File: src/osd_pkg.sv
// Package for the orientation settling detector.
// Holds field widths, register indexes, reset values and shared types.
// No dependencies; osd_if, osd_minmax and the top level use it.
package osd_pkg;

  localparam int unsigned WINDOW_DEPTH_DEF = 100;
  localparam int unsigned SAMPLE_WIDTH_DEF = 16;
  localparam int unsigned MAX_SAMPLE_W     = 32;
  localparam int unsigned FIELD_W          = 16;
  localparam int unsigned CFG_W            = 16;
  localparam int unsigned RUN_W            = 16;
  localparam int unsigned CFG_IDX_W        = 1;

  localparam logic [CFG_IDX_W-1:0] CFG_RANGE_THRESHOLD = 1'b0;
  localparam logic [CFG_IDX_W-1:0] CFG_SETTLE_COUNT    = 1'b1;

  localparam logic [CFG_W-1:0] RANGE_THRESHOLD_RST = 16'd41;
  localparam logic [CFG_W-1:0] SETTLE_COUNT_RST    = 16'd500;
  localparam logic [RUN_W-1:0] RUN_MAX             = '1;

  typedef enum logic [3:0] {
    ST_IDLE   = 4'b0001,
    ST_SCAN   = 4'b0010,
    ST_WAIT   = 4'b0100,
    ST_DECIDE = 4'b1000
  } state_e;

  typedef struct packed {
    logic seed;
    logic upd;
  } mm_ctl_t;

endpackage

File: src/osd_if.sv
// Channel interfaces of the orientation settling detector.
// Depends on osd_pkg for field widths.
interface osd_in_if;
  logic                                valid;
  logic                                ready;
  logic signed [osd_pkg::FIELD_W-1:0]  pitch_sample;
  logic signed [osd_pkg::FIELD_W-1:0]  roll_sample;
  logic                                link_error;
  modport source (output valid, pitch_sample, roll_sample, link_error, input ready);
  modport sink   (input valid, pitch_sample, roll_sample, link_error, output ready);
endinterface

interface osd_out_if;
  logic                          valid;
  logic                          ready;
  logic                          data_good;
  logic [osd_pkg::RUN_W-1:0]     stable_run;
  modport source (output valid, data_good, stable_run, input ready);
  modport sink   (input valid, data_good, stable_run, output ready);
endinterface

interface osd_cfg_if;
  logic                              valid;
  logic                              ready;
  logic [osd_pkg::CFG_IDX_W-1:0]     index;
  logic [osd_pkg::CFG_W-1:0]         data;
  modport source (output valid, index, data, input ready);
  modport sink   (input valid, index, data, output ready);
endinterface

File: src/osd_ram.sv
// Generic single-write, single-read RAM with a registered read port.
// No dependencies.
module osd_ram #(
  parameter int unsigned WIDTH = 32,
  parameter int unsigned DEPTH = 100,
  parameter int unsigned AW    = $clog2(DEPTH)
) (
  input  logic             clk_i,
  input  logic             we_i,
  input  logic [AW-1:0]    waddr_i,
  input  logic [WIDTH-1:0] wdata_i,
  input  logic [AW-1:0]    raddr_i,
  output logic [WIDTH-1:0] rdata_o
);

  logic [WIDTH-1:0] mem_q [DEPTH];
  logic [WIDTH-1:0] rdata_q;

  always_ff @(posedge clk_i) begin
    if (we_i) begin
      mem_q[waddr_i] <= wdata_i;
    end
    rdata_q <= mem_q[raddr_i];
  end

  assign rdata_o = rdata_q;

endmodule

File: src/osd_minmax.sv
// Running minimum and maximum tracker for one axis, with its range output.
// Depends on osd_pkg for the control struct and the default sample width.
module osd_minmax #(
  parameter int unsigned SW = osd_pkg::SAMPLE_WIDTH_DEF
) (
  input  logic                 clk_i,
  input  osd_pkg::mm_ctl_t     ctl_i,
  input  logic signed [SW-1:0] seed_i,
  input  logic signed [SW-1:0] data_i,
  output logic [SW:0]          range_o
);

  logic signed [SW-1:0] lo_q;
  logic signed [SW-1:0] hi_q;

  always_ff @(posedge clk_i) begin
    if (ctl_i.seed) begin
      lo_q <= seed_i;
      hi_q <= seed_i;
    end else if (ctl_i.upd) begin
      if (data_i < lo_q) begin
        lo_q <= data_i;
      end
      if (data_i > hi_q) begin
        hi_q <= data_i;
      end
    end
  end

  assign range_o = {hi_q[SW-1], hi_q} - {lo_q[SW-1], lo_q};

endmodule

File: src/orientation_settling_detector_top.sv
// Orientation settling detector, top level. Depends on osd_pkg, osd_if, osd_ram, osd_minmax.
// Each item is decided after a scan of the filled part of the sample RAM at one entry per
// cycle, a wait state and a decide state; a settled item skips the scan and goes to decide.
// Items are taken one at a time; a waiting result stalls the next item.
// Reset: run counter and settled flag clear, registers take 41 and 500, and a fill count
// marks the windows empty so unwritten entries read as zero; no clearing pass is needed.
module orientation_settling_detector_top #(
  parameter int unsigned WINDOW_DEPTH = osd_pkg::WINDOW_DEPTH_DEF,
  parameter int unsigned SAMPLE_WIDTH = osd_pkg::SAMPLE_WIDTH_DEF
) (
  input  logic        clk_i,
  input  logic        rst_ni,
  osd_in_if.sink      in_i,
  osd_out_if.source   out_o,
  osd_cfg_if.sink     cfg_i
);

  localparam int unsigned SW = SAMPLE_WIDTH;
  localparam int unsigned WD = WINDOW_DEPTH;
  localparam int unsigned AW = $clog2(WD);
  localparam int unsigned FW = $clog2(WD + 1);
  localparam int unsigned DW = 2 * SW;
  localparam int unsigned CW = (SW + 1 > osd_pkg::CFG_W) ? SW + 1 : osd_pkg::CFG_W;

  osd_pkg::state_e              state_q;
  logic [osd_pkg::CFG_W-1:0]    thr_q;
  logic [osd_pkg::CFG_W-1:0]    cnt_lim_q;
  logic [osd_pkg::RUN_W-1:0]    run_q;
  logic                         settled_q;
  logic [AW-1:0]                wptr_q;
  logic [FW-1:0]                fill_q;
  logic [FW-1:0]                scan_q;
  logic                         rd_vld_q;
  logic                         skip_q;
  logic                         out_valid_q;
  logic                         good_q;
  logic [osd_pkg::RUN_W-1:0]    orun_q;

  logic                                   in_fire;
  logic                                   eff_settled;
  logic signed [osd_pkg::MAX_SAMPLE_W-1:0] p_ext;
  logic signed [osd_pkg::MAX_SAMPLE_W-1:0] r_ext;
  logic signed [SW-1:0]                   p_smp;
  logic signed [SW-1:0]                   r_smp;
  logic [FW-1:0]                          fill_next;
  logic                                   full_next;
  logic [DW-1:0]                          rdata;
  osd_pkg::mm_ctl_t                       mm_ctl;
  logic signed [SW-1:0]                   p_seed;
  logic signed [SW-1:0]                   r_seed;
  logic [SW:0]                            p_range;
  logic [SW:0]                            r_range;
  logic                                   in_range;
  logic [osd_pkg::RUN_W-1:0]              run_d;
  logic                                   settled_d;
  logic                                   load_out;

  assign in_i.ready  = (state_q == osd_pkg::ST_IDLE);
  assign in_fire     = in_i.valid & in_i.ready;
  assign eff_settled = settled_q & ~in_i.link_error;

  assign p_ext = {
    {(osd_pkg::MAX_SAMPLE_W - osd_pkg::FIELD_W){in_i.pitch_sample[osd_pkg::FIELD_W-1]}},
    in_i.pitch_sample};
  assign r_ext = {
    {(osd_pkg::MAX_SAMPLE_W - osd_pkg::FIELD_W){in_i.roll_sample[osd_pkg::FIELD_W-1]}},
    in_i.roll_sample};
  assign p_smp = p_ext[SW-1:0];
  assign r_smp = r_ext[SW-1:0];

  assign fill_next = (fill_q == FW'(WD)) ? fill_q : fill_q + FW'(1);
  assign full_next = (fill_next == FW'(WD));

  osd_ram #(
    .WIDTH (DW),
    .DEPTH (WD)
  ) u_win_ram (
    .clk_i   (clk_i),
    .we_i    (in_fire & ~eff_settled),
    .waddr_i (wptr_q),
    .wdata_i ({r_smp, p_smp}),
    .raddr_i (scan_q[AW-1:0]),
    .rdata_o (rdata)
  );

  assign mm_ctl.seed = in_fire & ~eff_settled;
  assign mm_ctl.upd  = rd_vld_q;
  assign p_seed      = full_next ? p_smp : '0;
  assign r_seed      = full_next ? r_smp : '0;

  osd_minmax #(.SW(SW)) u_pitch_mm (
    .clk_i   (clk_i),
    .ctl_i   (mm_ctl),
    .seed_i  (p_seed),
    .data_i  (rdata[SW-1:0]),
    .range_o (p_range)
  );

  osd_minmax #(.SW(SW)) u_roll_mm (
    .clk_i   (clk_i),
    .ctl_i   (mm_ctl),
    .seed_i  (r_seed),
    .data_i  (rdata[DW-1:SW]),
    .range_o (r_range)
  );

  assign in_range = (CW'(p_range) <= CW'(thr_q)) && (CW'(r_range) <= CW'(thr_q));

  always_comb begin
    if (skip_q) begin
      run_d = run_q;
    end else if (in_range) begin
      run_d = (run_q == osd_pkg::RUN_MAX) ? run_q : run_q + osd_pkg::RUN_W'(1);
    end else begin
      run_d = '0;
    end
    settled_d = settled_q | (run_d > cnt_lim_q);
  end

  assign load_out = (state_q == osd_pkg::ST_DECIDE) & (~out_valid_q | out_o.ready);

  assign cfg_i.ready = 1'b1;

  always_ff @(posedge clk_i or negedge rst_ni) begin
    if (!rst_ni) begin
      thr_q     <= osd_pkg::RANGE_THRESHOLD_RST;
      cnt_lim_q <= osd_pkg::SETTLE_COUNT_RST;
    end else if (cfg_i.valid) begin
      case (cfg_i.index)
        osd_pkg::CFG_RANGE_THRESHOLD: thr_q     <= cfg_i.data;
        osd_pkg::CFG_SETTLE_COUNT:    cnt_lim_q <= cfg_i.data;
        default: ;
      endcase
    end
  end

  always_ff @(posedge clk_i or negedge rst_ni) begin
    if (!rst_ni) begin
      state_q     <= osd_pkg::ST_IDLE;
      run_q       <= '0;
      settled_q   <= 1'b0;
      wptr_q      <= '0;
      fill_q      <= '0;
      scan_q      <= '0;
      rd_vld_q    <= 1'b0;
      skip_q      <= 1'b0;
      out_valid_q <= 1'b0;
      good_q      <= 1'b0;
      orun_q      <= '0;
    end else begin
      rd_vld_q <= (state_q == osd_pkg::ST_SCAN);
      if (load_out) begin
        out_valid_q <= 1'b1;
      end else if (out_o.ready) begin
        out_valid_q <= 1'b0;
      end
      case (state_q)
        osd_pkg::ST_IDLE: begin
          if (in_fire) begin
            if (in_i.link_error) begin
              settled_q <= 1'b0;
              run_q     <= '0;
            end
            if (eff_settled) begin
              skip_q  <= 1'b1;
              state_q <= osd_pkg::ST_DECIDE;
            end else begin
              skip_q  <= 1'b0;
              wptr_q  <= (wptr_q == AW'(WD - 1)) ? '0 : wptr_q + AW'(1);
              fill_q  <= fill_next;
              scan_q  <= '0;
              state_q <= osd_pkg::ST_SCAN;
            end
          end
        end
        osd_pkg::ST_SCAN: begin
          scan_q <= scan_q + FW'(1);
          if (scan_q == fill_q - FW'(1)) begin
            state_q <= osd_pkg::ST_WAIT;
          end
        end
        osd_pkg::ST_WAIT: begin
          state_q <= osd_pkg::ST_DECIDE;
        end
        osd_pkg::ST_DECIDE: begin
          if (load_out) begin
            run_q     <= run_d;
            settled_q <= settled_d;
            good_q    <= settled_d;
            orun_q    <= run_d;
            state_q   <= osd_pkg::ST_IDLE;
          end
        end
        default: begin
          state_q <= osd_pkg::ST_IDLE;
        end
      endcase
    end
  end

  assign out_o.valid      = out_valid_q;
  assign out_o.data_good  = good_q;
  assign out_o.stable_run = orun_q;

  a_scan_bound: assert property (@(posedge clk_i) disable iff (!rst_ni)
    (state_q == osd_pkg::ST_SCAN) |-> (scan_q < fill_q))
    else $error("Window scan address ran past the fill count.");

  a_fill_bound: assert property (@(posedge clk_i) disable iff (!rst_ni)
    fill_q <= FW'(WD))
    else $error("Fill count exceeds the window depth.");

  a_settled_run: assert property (@(posedge clk_i) disable iff (!rst_ni)
    settled_q |-> (run_q != '0))
    else $error("Settled flag is set with an empty run.");

  a_busy: assert property (@(posedge clk_i) disable iff (!rst_ni)
    in_fire |=> !in_i.ready)
    else $error("Input taken again while a transaction is in progress.");

endmodule
File: src/flat_wrapper.sv
// flat-port wrapper written by rule: the top's interface ports become plain ports
module orientation_settling_detector_top_flat 
#(
  parameter int unsigned WINDOW_DEPTH = osd_pkg::WINDOW_DEPTH_DEF,
  parameter int unsigned SAMPLE_WIDTH = osd_pkg::SAMPLE_WIDTH_DEF
)
  (clk_i, rst_ni, in_i_valid, in_i_pitch_sample, in_i_roll_sample, in_i_link_error, in_i_ready, out_o_valid, out_o_data_good, out_o_stable_run, out_o_ready, cfg_i_valid, cfg_i_index, cfg_i_data, cfg_i_ready);
  osd_in_if in_i_i ();
  osd_out_if out_o_i ();
  osd_cfg_if cfg_i_i ();
  input  logic clk_i;
  input  logic rst_ni;
  input wire logic [$bits(in_i_i.valid)-1:0] in_i_valid;
  input wire logic [$bits(in_i_i.pitch_sample)-1:0] in_i_pitch_sample;
  input wire logic [$bits(in_i_i.roll_sample)-1:0] in_i_roll_sample;
  input wire logic [$bits(in_i_i.link_error)-1:0] in_i_link_error;
  output wire logic [$bits(in_i_i.ready)-1:0] in_i_ready;
  output wire logic [$bits(out_o_i.valid)-1:0] out_o_valid;
  output wire logic [$bits(out_o_i.data_good)-1:0] out_o_data_good;
  output wire logic [$bits(out_o_i.stable_run)-1:0] out_o_stable_run;
  input wire logic [$bits(out_o_i.ready)-1:0] out_o_ready;
  input wire logic [$bits(cfg_i_i.valid)-1:0] cfg_i_valid;
  input wire logic [$bits(cfg_i_i.index)-1:0] cfg_i_index;
  input wire logic [$bits(cfg_i_i.data)-1:0] cfg_i_data;
  output wire logic [$bits(cfg_i_i.ready)-1:0] cfg_i_ready;
  assign in_i_i.valid = in_i_valid;
  assign in_i_i.pitch_sample = in_i_pitch_sample;
  assign in_i_i.roll_sample = in_i_roll_sample;
  assign in_i_i.link_error = in_i_link_error;
  assign in_i_ready = in_i_i.ready;
  assign out_o_valid = out_o_i.valid;
  assign out_o_data_good = out_o_i.data_good;
  assign out_o_stable_run = out_o_i.stable_run;
  assign out_o_i.ready = out_o_ready;
  assign cfg_i_i.valid = cfg_i_valid;
  assign cfg_i_i.index = cfg_i_index;
  assign cfg_i_i.data = cfg_i_data;
  assign cfg_i_ready = cfg_i_i.ready;
  orientation_settling_detector_top #(.WINDOW_DEPTH(WINDOW_DEPTH), .SAMPLE_WIDTH(SAMPLE_WIDTH)) u_core (.clk_i(clk_i), .rst_ni(rst_ni), .in_i(in_i_i), .out_o(out_o_i), .cfg_i(cfg_i_i));
endmodule
File: config.mk
export PLATFORM = sky130hd
export DESIGN_NAME = orientation_settling_detector_top_flat
export DESIGN_NICKNAME = d
export VERILOG_FILES = /design/src/osd_pkg.sv /design/src/osd_if.sv /design/src/osd_ram.sv /design/src/osd_minmax.sv /design/src/orientation_settling_detector_top.sv /design/src/flat_wrapper.sv
export SDC_FILE = /design/constraint.sdc
export NUM_CORES = 2
export LEC_CHECK = 0
export BUFFER_PORTS_ARGS = -buffer_cell sky130_fd_sc_hd__buf_2
export CAP_MARGIN = 20
export CORE_MARGIN = 2
export CORE_UTILIZATION = 40
export CTS_CLUSTER_DIAMETER = 100
export CTS_CLUSTER_SIZE = 8
export DETAILED_ROUTE_END_ITERATION = 8
export GPL_TIMING_DRIVEN = 0
export SYNTH_ARGS = -nofsm -noshare
export SYNTH_HDL_FRONTEND = slang
export SYNTH_SLANG_ARGS = --single-unit
File: constraint.sdc
create_clock -name clk_i -period 7.8 [get_ports clk_i]
set_clock_uncertainty 0.2 [all_clocks]
set_input_delay 1.95 -clock clk_i [delete_from_list [all_inputs] [get_ports clk_i]]
set_output_delay 1.95 -clock clk_i [all_outputs]
set_load 0.005 [all_outputs]
==> run_results.csv <==
group,metric,value,unit
hold_path,hold_depth,2,
global_route,grt_pass1_wl,509300,um
synth,synthTopCellsByArea,"edfxtp_1 73%, mux4_2 17%, dfrtp_1 1.6%",
detailed_routing,drc,0,
global_route,grt_overflow_total,0,
sta,finalSetupViolCount,0,
synth,synthFlopType,"edfxtp_1",
critical_path,crit_slowest_cell,"o41ai_1",
cts,cts_tree,"done",
critical_path,path_delay_family,"compound AO/OA/AOI/OAI gates",
sta,finalWorstPathRequiredPeriod,7.284,ns
cts,post-cts-setup-buffer-count,0,
cells_and_area,drive_gt1_frac,0.3041,
cells_and_area,fillers,27020,
sta,slew_headroom,0.1756,
detailed_routing,dr.pass1.iters,5,
critical_path,worstReg2RegStart,"u_core.u_pitch_mm.hi_q[0]",
sta,worstMarginPinSlew,1.237,ns
hold_path,hold_start,"u_core.out_o.stable_run[15]",
cts,cts.path.max_buffers,4,
cells_and_area,fin_nets,6835,
synth,ys_seq_area_frac,0.7574,
detailed_routing,drt-total-wl,365100,um
placed_design,port_buffers,73,
synth,ys_async_sr_fraction,0.02773,
global_route,grt_max_degree,86,
power_and_ir_drop,ir_worst_vdd,0.2326,mV
cells_and_area,seq_area,101000,um2
cts,clk_pin_slew_worst_paths,0.05,ns
detailed_routing,wl_per_cell,32.82,um
sta,period_share,0.9339,
placed_design,dp_hpwl,247900,um
critical_path,rrSetupSlack,0.52,ns
synth,synth_cells,5915,
cts,clk_latency,0.96,ns
floorplan,die_area,338100,um2
placed_design,place_area,143700,um2
critical_path,regToRegEndpoint,"u_core.out_o.data_good",
cells_and_area,multi_input_area,31470,um2
sta,worst_hold_slack,0.2748,ns
synth,synth-warning-count,0,
critical_path,cp.arrival,7.83,ns
detailed_routing,drt_iter0_markers,9048,
cells_and_area,areaGrowthSynthToFinish,17.07,%
cts,h-tree-depth,5,
synth,syn_nets,6119,
floorplan,core,332600,um2
cts,cts-root-buf,"clkbuf_16",
critical_path,cp_slowest_stage_delay,0.68,ns
sta,hold_viol_final,0,
power_and_ir_drop,leakage,48.63,nW
floorplan,dieHeight,581.4,um
synth,synth_top_area_frac,0.7349,
floorplan,start_util,0.4010,
placed_design,globalplace.congestion,0.8398,
power_and_ir_drop,power.total,53.65,mW
floorplan,fp.dieW,581.4,um
cts,cts.sinks,3390,
cts,post_cts_resized,0,
detailed_routing,ant_nets,0,
cells_and_area,stdcell_area,156100,um2
synth,synth-edff-count,3264,
floorplan,fp-row-count,212,
sta,fmax,0.1373,GHz
global_route,antenna_found_initial,41,
cells_and_area,post-route-util,0.4694,
detailed_routing,via_count,65880,
critical_path,cp_max_fo,10,
run_status,status,"completed",
sta,drv_slew,0,
critical_path,start_kind,"register",
synth,synth_top_area_cell,"edfxtp_1",
job,drv_cap,0,
synth,synth_seq_cells,3390,
synth,syn_area,133400,um2
critical_path,cp.required,8.35,ns
cts,cts_hold_buf,0,
critical_path,cp-end-kind,"register",
hold_path,hold_end,"u_core.out_o.stable_run[15]",
sta,rsz0062_at_grt,"no",
global_route,grtUsageTotal,0.2140,
power_and_ir_drop,p_per_area,343.6,nW/um2
critical_path,critPathBufInv,2,
floorplan,io_pins,75,
critical_path,path_class,"reg -> reg",
synth,yosysUniqueCellTypes,69,
critical_path,reg2reg_depth,28,
global_route,grt_pass1_vias,66490,
detailed_routing,vias_per_cell,5.923,
synth,synth.avg_cell_area,22.55,um2
cts,numCtsBuffers,465,
hold_path,min_path_type,"reg -> reg",
==> placed cells by master, fill, tap and decap left out, types with 32 or more instances in the layout <==
master,n
dfrtp_1,84
ha_1,147
mux4_2,1024
nor2_4,97
buf_4,45
edfxtp_1,3264
a22o_1,37
xnor2_1,35
mux2_2,49
clkbuf_16,468
o21ai_0,102
buf_16,64
nand4_1,32
mux2i_1,34
clkbuf_1,201
nor2_1,80
inv_1,117
a21oi_1,55
buf_2,122
dfxtp_1,32
buf_12,74
nand2_1,127
nand3_1,34
buf_1,38
==> report_power, final <==
| part | total [mW] | internal (mW) | switching [mW] | leakage (nW) |
|---|---|---|---|---|
| combinational | 15.1 | 6.23 | 8.83 | 11.8 |
| clock | 17.7 | 10.6 | 7.16 | 5.98 |
| sequential | 20.9 | 20.6 | 0.278 | 30.8 |
| total | 53.7 | 37.4 | 16.3 | 48.6 |
==> cell families (layout without fill, tap and decap cells) <==
| logic type | Yosys count | in the layout | share of synthesized area |
|---|---|---|---|
| multiplexers | 1107 | 1107 | 0.1796 |
| flip-flops | 3390 | 3390 | 0.7574 |
| adder cells (fa/ha/maj) | 149 | 149 | 0.01409 |
| other | 1 | 22 | 0.00002812 |
| XOR/XNOR | 53 | 53 | 0.003480 |
| buffers and inverters | 401 | 1200 | 0.01241 |
| AO/OA/AOI/OAI | 316 | 316 | 0.01552 |
| AND/OR/NAND/NOR | 498 | 498 | 0.01745 |
==> cells in the mapped netlist, drive strengths merged, types with 37 or more instances <==
| cell type | count |
|---|---|
| edfxtp | 3264 |
| ha | 147 |
| mux4 | 1024 |
| nand2 | 127 |
| mux2 | 49 |
| buf | 129 |
| inv | 117 |
| a22o | 37 |
| o21ai | 102 |
| clkbuf | 155 |
| a21oi | 56 |
| nor2 | 177 |
| dfrtp | 84 |
==> tightest hold or removal path: cells and delay by family (launching register included) <==
kind | cells | cell delay (ns)
simple gates | 1 | 0.05
compound gates | 1 | 0.06
flops | 1 | 0.33
==> how the worst max path moves through the flow <==
stage	start	end	depth (start not counted)
after floorplan	in_i_valid	u_core.u_win_ram.mem_q[95][0]	6
after global placement	in_i_valid	u_core.u_win_ram.mem_q[63][2]	7
after detailed placement	u_core.u_pitch_mm.hi_q[0]	u_core.out_o.data_good	28
after CTS	u_core.u_pitch_mm.hi_q[0]	u_core.out_o.data_good	28
after global routing	u_core.u_pitch_mm.hi_q[0]	u_core.out_o.data_good	28
final	u_core.u_pitch_mm.hi_q[0]	u_core.out_o.data_good	28
==> routing by layer <==
layer  global-route usage  up-vias  share of wire
met5                    0        -       0.000022
met4              0.06531        2          0.030
met3              0.04360      488          0.090
met2               0.3405     3246           0.48
met1               0.2984    35780           0.40
li1                     -    26360              -
==> through the flow <==
stage | TNS, ns | std cells | setup slack, ns
after global placement | -766.02 | 10380 | -2.191
after detailed placement | 0 | 10540 | 0.6570
final | 0 | 11120 | 0.5159
after CTS | 0 | 11090 | 0.5934
after global routing | 0 | 11100 | 0.1934
after floorplan | 0 | 5915 | 1.982
==> state kept, by name, summed over array words and instances (netlist names) <==
register / count
u_core.wptr_q: 7
u_core.out_o.stable_run: 16
u_core.u_win_ram.mem_q: 3200
u_core.u_pitch_mm.hi_q: 16
u_core.u_pitch_mm.lo_q: 16
u_core.cnt_lim_q: 16
u_core.scan_q: 7
u_core.u_win_ram.rdata_o: 32
u_core.u_roll_mm.hi_q: 16
u_core.out_o.valid: 1
u_core.skip_q: 1
u_core.state_q: 4
u_core.out_o.data_good: 1
u_core.u_roll_mm.lo_q: 16
u_core.fill_q: 7
u_core.rd_vld_q: 1
u_core.thr_q: 16
u_core.run_q: 16
u_core.settled_q: 1
==> layout make-up <==
cell class | count | share of cell area
diodes | 21 | 0.0003366
inverters | 117 | 0.002813
clock buffers | 531 | 0.07652
plain buffers | 284 | 0.007949
well taps | 4387 | 0.03515
clock inverters | 19 | 0.002011
multi-input cells | 2124 | 0.2016
flip-flops and latches | 3390 | 0.6470
repair buffers | 249 | 0.02668
No activity file was read; power rests on OpenSTA's default activity.
